## src/hw/rtl/dti_pkg.sv

```systemverilog
`timescale 1ns / 1ps
package dti_pkg;

	localparam int NODE_COUNT_DEF    = 256;
	localparam int FEATURE_COUNT_DEF = 256;
	localparam int MAX_DEPTH_DEF     = 16;

	localparam int CMD_W  = 2;
	localparam int IDX_W  = 8;
	localparam int DATA_W = 32;

	typedef enum logic [CMD_W-1:0] {
		CMD_WRITE_NODE    = 2'd0,
		CMD_WRITE_FEATURE = 2'd1,
		CMD_CLASSIFY      = 2'd2
	} cmd_t;

	typedef enum logic [2:0] {
		ST_CLEAR,
		ST_IDLE,
		ST_NODE_RD,
		ST_NODE_CHK,
		ST_FEAT_CMP,
		ST_DONE
	} state_t;

	typedef struct packed {
		logic [IDX_W-1:0]         child;
		logic [IDX_W-1:0]         feature;
		logic signed [DATA_W-1:0] threshold;
		logic                     label;
	} node_t;

	typedef struct packed {
		logic clr_wr;
		logic wr_en;
		logic walk_start;
		logic step;
		logic set_ok;
		logic set_err;
		logic load_out;
	} dti_ctl_t;

	typedef struct packed {
		logic clear_last;
		logic child_zero;
		logic depth_hit;
		logic next_oor;
	} dti_status_t;

endpackage

```

## src/hw/rtl/dti_controller.sv

```systemverilog
`timescale 1ns / 1ps
module dti_controller import dti_pkg::*; (
	input  logic             clk,
	input  logic             arst_n,
	input  logic             in_valid,
	output logic             in_ready,
	input  logic [CMD_W-1:0] command,
	output logic             out_valid,
	input  logic             out_ready,
	input  dti_status_t      status,
	output dti_ctl_t         ctl
);

	state_t state_q;
	state_t state_d;
	logic   out_valid_q;
	logic   out_free;
	logic   is_classify;

	assign out_free    = !out_valid_q || out_ready;
	assign is_classify = command == CMD_CLASSIFY;

	always_comb begin
		state_d = state_q;
		case (state_q)
			ST_CLEAR: begin
				if (status.clear_last) state_d = ST_IDLE;
			end
			ST_IDLE: begin
				if (in_valid && is_classify) state_d = ST_NODE_RD;
			end
			ST_NODE_RD: state_d = ST_NODE_CHK;
			ST_NODE_CHK: begin
				if (status.child_zero || status.depth_hit) state_d = ST_DONE;
				else state_d = ST_FEAT_CMP;
			end
			ST_FEAT_CMP: begin
				if (status.next_oor) state_d = ST_DONE;
				else state_d = ST_NODE_RD;
			end
			ST_DONE: begin
				if (out_free) state_d = ST_IDLE;
			end
			default: state_d = ST_CLEAR;
		endcase
	end

	always_comb begin
		ctl      = '0;
		in_ready = 1'b0;
		case (state_q)
			ST_CLEAR: ctl.clr_wr = 1'b1;
			ST_IDLE: begin
				in_ready       = 1'b1;
				ctl.wr_en      = in_valid;
				ctl.walk_start = in_valid && is_classify;
			end
			ST_NODE_CHK: begin
				ctl.set_ok  = status.child_zero;
				ctl.set_err = !status.child_zero && status.depth_hit;
			end
			ST_FEAT_CMP: begin
				ctl.set_err = status.next_oor;
				ctl.step    = !status.next_oor;
			end
			ST_DONE: ctl.load_out = out_free;
			default: ;
		endcase
	end

	always_ff @(posedge clk or negedge arst_n) begin
		if (!arst_n) begin
			state_q     <= ST_CLEAR;
			out_valid_q <= 1'b0;
		end else begin
			state_q <= state_d;
			if (ctl.load_out) out_valid_q <= 1'b1;
			else if (out_ready) out_valid_q <= 1'b0;
		end
	end

	assign out_valid = out_valid_q;

endmodule

```

## config.mk

```make
export PLATFORM = sky130hd
export DESIGN_NAME = dti_controller
export DESIGN_NICKNAME = d
export VERILOG_FILES = /design/src/hw/rtl/dti_pkg.sv /design/src/hw/rtl/dti_controller.sv
export SDC_FILE = /design/constraint.sdc
export NUM_CORES = 1
export LEC_CHECK = 0
export ABC_AREA = 0
export BUFFER_PORTS_ARGS = -buffer_cell sky130_fd_sc_hd__buf_2
export CORE_AREA = 4 4 41 43
export DETAILED_ROUTE_END_ITERATION = 12
export DIE_AREA = 0 0 45 47
export GPL_ROUTABILITY_DRIVEN = 1
export HOLD_SLACK_MARGIN = 0.06
export SETUP_SLACK_MARGIN = 0.3
export SLEW_MARGIN = 20
export SYNTH_ARGS = -nofsm -noshare
export SYNTH_HDL_FRONTEND = slang
export SYNTH_SLANG_ARGS = --single-unit
```

## constraint.sdc

```tcl
create_clock -name clk -period 1.98 [get_ports clk]
set_input_delay 0.099 -clock clk [delete_from_list [all_inputs] [get_ports clk]]
set_output_delay 0.099 -clock clk [all_outputs]
set_load 0.02 [all_outputs]
```

### After elaboration in Yosys (flattened, before gate mapping)

Index checks and enable logic that the tools add are counted.

* equality and inequality tests: 9
* mux-type cells: 15
* reductions and logical operators: 10

Operators by type and width (count)
* one-hot mux 3 bit (6 select lines): 1
* two-way mux 3 bit: 4
* two-way mux 1 bit: 8
* == test 3 x 2 -> 1 bit, second input constant: 2
* == test 3 bit, second input constant: 2
* inequality test 2 bit, second input constant: 3
* == test 3 x 1 -> 1 bit, second input constant: 1
* logical NOT 1 bit: 3
* logical NOT 3 bit: 1
* AND reduction 3 bit: 1
* == test 2 bit, second input constant: 1
* logical AND 1 bit: 2
* logical OR 1 bit: 2
* two-way mux 2 bit: 1
* one-hot mux 1 bit (2 select lines): 1
* nonzero test 2 bit: 1

* register bits: 4
* input bits: 10
* output and inout bits: 9
* word-level logic and storage cells: 36

### Longest topological paths before layout

Gate-level depths: netlist of run 1.

* depth in word-level cells: 4
* mapped depth: 4
* depth with buffers taken out: 3

### Worst setup path before layout of run 1

Ideal clock, no wire load.

* path kind: register to register
* start: reg state_q[2]
* end: reg state_q[1]
* library setup time: 65 ps
* arrival time: 1286 ps
* data required time: 1915 ps
* slack: 628 ps
* stages on the path, launching flop included: 4
* buffers on the path: 0
* period minus slack after synthesis: 1352 ps
* path through: dfrtp_1 -> nor3b_4 -> nor3b_4 -> or3_1

* cells in the longest elaborated chain, start to end: 3
* elaborated cells between the ends (all ways): 11
* those cells by class: 8 x eq/ne; 1 x mux; 2 x reduce/logical

RTL lines
* start: declaration: RTL line dti_controller.sv:14 `state_t state_q;`
* start signal: assignment: RTL line dti_controller.sv:76 `state_q <= state_d;`
* == test 3 x 1 -> 1 bit (tied with other cells): RTL line dti_controller.sv:25 `case (state_q)`
* inequality test 2 bit (no line)
* AND reduction 3 bit (no line)

Several ways; a longest one is shown, not always the timed one.
A chain may end at the register's enable or synchronous reset.

==> metrics.log, run 1 <==
[metrics] result of the run: finished, final reports clean
[metrics] GR Util All Layers: between 8 and 9%
[metrics] Min-Delay Path Class: input port to flip-flop
[metrics] Buf+Inv Stages, Crit Path: 1
[metrics] number of H-tree levels: 1
[metrics] routability-driven placement congestion ratio: ~0.70
[metrics] maximum number of pins on one net before global-route repair: 11
[metrics] async set-reset flop share out of synthesis: between 90% and 100%
[metrics] post-route setup TNS: 0 ps
[metrics] detail-routed via count per cell: about 4.5
[metrics] diodes inserted: 0
[metrics] clock share of power: around 15%
[metrics] P&R area growth vs syn: 43.2%
[metrics] floorplan core area: ~0.0013 mm²
[metrics] share of the yosys chip area belonging to registers: between 30% and 40%
[metrics] vias post-DR: just over 300
[metrics] count of pins on the block boundary: 19
[metrics] share of the cycle needed by the critical path after routing: about three quarters
[metrics] synthesized instance count: 33
[metrics] number of global-route vias before repair: 312
[metrics] post-route antenna net violation count: 0
[metrics] RSZ-0062 raised after global routing: no
[metrics] Post-Layout Inst Area: ~430 µm²
[metrics] count of standard-cell rows: 13
[metrics] Worst Setup End Kind: primary output
[metrics] final critical-path setup slack: between 400 and 500 ps
[metrics] synthesized area per cell: 9.14 µm²
[metrics] switch share: 44.6%
[metrics] post-CTS sizing: 0
[metrics] TritonCTS buffer count: 3
[metrics] Worst Max-Slew Pin Slew: 290 ps
[metrics] max-slew violation total from the final report: 0
[metrics] remaining global-route overflow: 0
[metrics] most numerous cell types in the synthesized netlist: dfrtp_1 (4), o21ai_0 (4), nor2_1 (3)
[metrics] worst-case setup slack after placement: a little under 700 ps
[metrics] synthesis warning total: 0
[metrics] detailed-route wire length per cell: ~10 µm
[metrics] critical path's most frequent cell: nor3b_4
[metrics] highest achievable clock rate: a little under 0.7 GHz
[metrics] cell with the biggest individual delay on the critical path: dfrtp_1
[metrics] antenna violations before repair: 0
[metrics] synthesized net count: 43
[metrics] Max-slew headroom: between 80% and 90%
[metrics] combined area of all synthesized cells: slightly above 300 µm²
[metrics] DRC violations left: 0
[metrics] height of the die: around 47 µm
[metrics] Finished Layout Cells: 69
[metrics] number of flops mapped to enable cells by yosys: 0
[metrics] max-capacitance violation count: 0
[metrics] Max FO, Critical Path: 10
[metrics] worst voltage drop across the vdd grid: roughly 0.57 mV
[metrics] shortest clock period the worst path allows after layout: ~1500 ps
[metrics] maximum clock insertion buffer count: 2
[metrics] total die area: ~0.0021 mm²
[metrics] clock latency on the worst-skew pair: ~230 ps
[metrics] Largest delay share family, worst path: flip-flops
[metrics] fraction of final layout cells sized beyond drive strength 1: 44.4%
[metrics] number of synthesized register bits: 4
[metrics] final hold violations: 0
[metrics] main flop type after synthesis: dfrtp_1
[metrics] Max stage delay on crit path: 490 ps
[metrics] Die Span X: between 40 and 50 µm
[metrics] cell area reported after detailed placement: roughly 400 µm²
[metrics] Worst Path Arrival: 1390 ps
[metrics] WS Path Type: flip-flop to primary output
[metrics] data required time at the worst endpoint: 1880 ps
[metrics] power per cell area: 1470 mW/mm²
[metrics] switching pwr: between 0.0002 and 0.0003 W
[metrics] startpoint kind of the worst setup timing path: flip-flop
[metrics] clock tree from TritonCTS: done
[metrics] starting density of the core: a little under a quarter
[metrics] CTS sink cnt: 4
[metrics] cell type with the largest total area after synthesis: dfrtp_1
[metrics] Pleak: ~0.23 nW
[metrics] number of DRC violations after detailed-routing iteration 0: 2
[metrics] half-perimeter wire length after detailed placement: 594 µm
[metrics] proportion of power drawn by combinational gates: a little under three fifths
[metrics] Setup-failing EPs final: 0
[metrics] cell count after placement: 65
[metrics] cell internal pwr: approximately 0.00035 W
[metrics] Fin Clk Skew: 2.28 ps
[metrics] global-route wire length before repair: between 1000 and 1500 µm
[metrics] Clock Tree Root: clkbuf_4
[metrics] sequential power share: around 30%
[metrics] proportion of netlist area held by the largest area contributor: about 33%
[metrics] clock input transition at the sequential cells of the worst setup and hold paths: around 40 ps
[metrics] number of I/O port buffers: 18
[metrics] ordered list of cells on the worst path: nor3b_4 > nor3b_4 > buf_2
[metrics] length of the first detailed-routing pass in iterations: 2
[metrics] count of distinct cell types in the synthesized netlist: 21
[metrics] # nets final: 66
[metrics] final WL: about 700 µm
[metrics] top area cells in the synthesized netlist: dfrtp_1 (33%), nor3b_4 (12%), o21ai_0 (6.6%)
metrics by stage:
step	total power (W)	util (%)	hold WS [ps]
2_1_floorplan	0.000459	-	-197
3_3_place_gp	0.000544	30.7	-91.8
3_5_place_dp	0.000546	30.7	-90.7
4_1_cts	0.000653	33.2	164
5_1_grt	0.000697	33.2	189
6_report	0.000636	33.2	176
path summary, 6_finish.rpt:
kind | endpoint | depth (start not counted) | start | slack, ps
min in group asynchronous | state_q[1]$_DFFE_PN0P_ | 2 | arst_n | 210
setup / recovery | ctl[4] | 3 | state_q[0]$_DFFE_PN0P_ | 490
hold / removal | out_valid$_DFFE_PN0P_ | 3 | out_ready | 180
setup reg to reg | state_q[1]$_DFFE_PN0P_ | 3 | state_q[0]$_DFFE_PN0P_ | 690
max in group asynchronous | state_q[2]$_DFFE_PN0P_ | 2 | arst_n | 1650
hold reg to reg | out_valid$_DFFE_PN0P_ | 2 | out_valid$_DFFE_PN0P_ | 680
cell type report:
type	count	area, µm²
Fill cell	153	870
Multi-Input combinational cell	26	183
Sequential cell	4	100
Timing Repair Buffer	19	100
Clock buffer	3	22.5
Tap cell	15	18.8
Inverter	2	7.51
cell usage in the layout, fill, tap and decap left out:
cell / n
or2b_1: 1
inv_1: 2
nor3b_1: 1
nor2_1: 3
o32ai_1: 1
o21ai_0: 4
clkbuf_4: 3
a21boi_0: 1
nand2_1: 2
nand2b_1: 2
nor3_2: 1
a211o_1: 1
nand3_1: 1
dlygate4sd3_1: 1
nor3b_4: 2
and2_1: 1
nor3_1: 1
nor2b_1: 1
and2b_1: 1
dfrtp_1: 4
buf_2: 18
or3_1: 1
nand3b_1: 1
routing by layer:
layer / part of all wire [%] / track usage, %
met1: 44 / 9.61
met2: 46 / 12.4
met3: 8.6 / 2.68
met4: 1.7 / 5.26
met5: 0 / 0
power groups by stage:
stage          combinational, W  sequential [W]  clock (W)
3_3_place_gp           0.000356        0.000189          0
5_1_grt                0.000393        0.000196   0.000108
2_1_floorplan          0.000288        0.000170          0
6_report               0.000353        0.000188  0.0000954
3_5_place_dp           0.000356        0.000189          0
4_1_cts                0.000360        0.000189   0.000105
logic make-up (layout without fill, tap and decap cells):
group           Yosys count  count (layout)  synth area share [%]
simple gates             19              19                  45.6
compound gates            7               7                  14.9
flops                     4               4                  33.2
buf+inv                   3              24                  6.22
worst min-delay path: cells and delay by family:
family | cells | cell delay (ps)
AND/OR/NAND/NOR | 2 | 180
buffers and inverters | 1 | 80
sequential cells by signal, summed over array words and instances, names as in the netlist:
name,cells
state_q,3
out_valid,1
what timing repair did:
item / 4_1_cts / 5_1_grt
endpoints found under the hold margin: 4 / 0
setup buffers: 0 / 0
hold buffers: 1 / 0
Power figures use the tool's default switching activity.
==> run 2: changes to the inputs <==
clock period = 1.3 ns   (was 1.98 ns; I/O delays follow)
==> metrics.log, run 2 (synthesized netlist as in run 1, its figures left out) <==
[metrics] result of the run: finished, violations left
[metrics] violations in the final reports: setup timing
[metrics] highest achievable clock rate: between 0.7 and 0.8 GHz
[metrics] length of the first detailed-routing pass in iterations: 3
[metrics] Min-Delay Path Class: input port to flip-flop
[metrics] max-capacitance violation count: 0
[metrics] routability-driven placement congestion ratio: 0.716
[metrics] register name with the most flops: state_q
[metrics] cell count after placement: 66
[metrics] vias post-DR: 350
[metrics] GR Util All Layers: under 10%
[metrics] detail-routed via count per cell: 4.43
[metrics] count of pins on the block boundary: 19
[metrics] share of the cycle needed by the critical path after routing: 105%
[metrics] clock tree from TritonCTS: done
[metrics] number of global-route vias before repair: between 300 and 400
[metrics] WS Path Type: flip-flop to primary output
[metrics] final hold violations: 0
[metrics] worst voltage drop across the vdd grid: between 1 and 1.5 mV
[metrics] Max FO, Critical Path: 6
[metrics] number of H-tree levels: 1
[metrics] clock input transition at the sequential cells of the worst setup and hold paths: 40 ps
[metrics] Setup-failing EPs final: 7
[metrics] antenna violations before repair: 0
[metrics] met1 routing resource usage after global routing: a little over a tenth
[metrics] diodes inserted: 0
[metrics] floorplan core area: 0.00130 mm²
[metrics] starting density of the core: about 23%
[metrics] height of the die: about 47 µm
[metrics] M2 GR Usage: around 14%
[metrics] DRC violations left: 0
[metrics] Die Span X: approximately 45 µm
[metrics] cell with the biggest individual delay on the critical path: dfrtp_2
[metrics] shortest clock period the worst path allows after layout: ~1400 ps
[metrics] # nets final: 75
[metrics] final WL: between 800 and 900 µm
[metrics] Worst Path Arrival: approximately 1300 ps
[metrics] Clock Tree Root: clkbuf_4
[metrics] total die area: ~0.0021 mm²
[metrics] detailed-route wire length per cell: about 11 µm
[metrics] commonest non-fill, non-tap cells in the layout: buf_2 (10), buf_6 (9), buf_4 (8)
[metrics] Worst Max-Slew Pin Slew: between 200 and 250 ps
[metrics] max FFs per register: 3
[metrics] CTS sink cnt: 4
[metrics] startpoint kind of the worst setup timing path: flip-flop
[metrics] maximum number of pins on one net before global-route repair: 8
[metrics] post-route antenna net violation count: 0
[metrics] Finished Layout Cells: 79
[metrics] clock latency on the worst-skew pair: around 240 ps
[metrics] ordered list of cells on the worst path: or2b_1 > nor3_4 > buf_6
[metrics] maximum clock insertion buffer count: 2
[metrics] Fin Clk Skew: 6.29 ps
[metrics] TritonCTS buffer count: 3
[metrics] remaining global-route overflow: 0
[metrics] power per cell area: 2330 mW/mm²
[metrics] final critical-path setup slack: -63.1 ps
[metrics] Pleak: around 0.29 nW
[metrics] busiest layer in global routing: met2
[metrics] RSZ-0062 raised after global routing: yes
[metrics] most common cell after layout, fill and taps aside: buf_2
[metrics] max-slew violation total from the final report: 0
[metrics] Max-slew headroom: between 80% and 90%
[metrics] Max stage delay on crit path: between 400 and 500 ps
[metrics] half-perimeter wire length after detailed placement: roughly 580 µm
[metrics] global-route wire length before repair: around 1400 µm
[metrics] Post-Layout Inst Area: slightly below 600 µm²
[metrics] Worst Setup End Kind: primary output
[metrics] data required time at the worst endpoint: roughly 1200 ps
[metrics] fin util: between 40% and 50%
[metrics] cell area reported after detailed placement: between 400 and 500 µm²
[metrics] count of standard-cell rows: 13
[metrics] fraction of final layout cells sized beyond drive strength 1: between 60% and 70%
[metrics] P&R area growth vs syn: 95.9%
[metrics] number of DRC violations after detailed-routing iteration 0: 2
[metrics] number of I/O port buffers: 18
[metrics] met3 Use GR: about 2.3%
run 2: critical path: cells and delay by family (launching register included):
kind / cells / cell delay (ps)
buffers and inverters: 1 / 140
AND/OR/NAND/NOR: 2 / 470
flip-flops: 1 / 450
run 2: timing repair:
action | in CTS | in global routing
pin swaps | 3 | 1
hold endpoints to repair | 4 | 0
setup buffers | 7 | 1
resized for setup | 15 | 10
setup endpoints to repair | 11 | 11
hold buffers | 1 | 0
run 2: final timing paths:
path                                   startpoint                      to  slack [ps]  cells after the start
setup / recovery           state_q[1]$_DFFE_PN0P_                  ctl[3]         -60                      3
hold / removal                         command[0]  state_q[0]$_DFFE_PN0P_         140                      3
setup reg to reg           state_q[2]$_DFFE_PN0P_  state_q[1]$_DFFE_PN0P_         -50                      4
hold reg to reg            state_q[0]$_DFFE_PN0P_   out_valid$_DFFE_PN0P_         620                      2
max in group asynchronous                  arst_n  state_q[2]$_DFFE_PN0P_        1000                      2
min in group asynchronous                  arst_n  state_q[1]$_DFFE_PN0P_         170                      2
run 2: layout make-up:
type,instances,area (µm²)
clock buffers,4,26.3
repair buffers,28,221
multi-input cells,26,213
fillers,135,711
inverters,2,7.51
well taps,15,18.8
flip-flops and latches,4,104
run 2: routing by layer:
metal / up-vias / share of wire [%]
li1: 176 / -
met1: 157 / 43
met2: 17 / 47
met3: 0 / 9.5
met4: 0 / 0
met5: - / 0
run 2: power breakdown:
part,leakage (nW),switching [W],internal (W)
Sequential,0.0481,0.0000921,0.000191
Combinational,0.228,0.000404,0.000521
Clock,0.0150,0.0000549,0.000115
Total,0.291,0.000551,0.000827
run 2: metrics by stage:
stage / setup slack (ps) / total power, W / hold WS, ps / TNS (ps)
6_report: -63.1 / 0.00138 / 138 / -266
3_5_place_dp: 62.7 / 0.000883 / -128 / 0
3_3_place_gp: 80.4 / 0.000882 / -123 / 0
5_1_grt: -133 / 0.00150 / 153 / -768
2_1_floorplan: -47.8 / 0.000721 / -231 / -47.8
4_1_cts: -52.0 / 0.00128 / 137 / -237
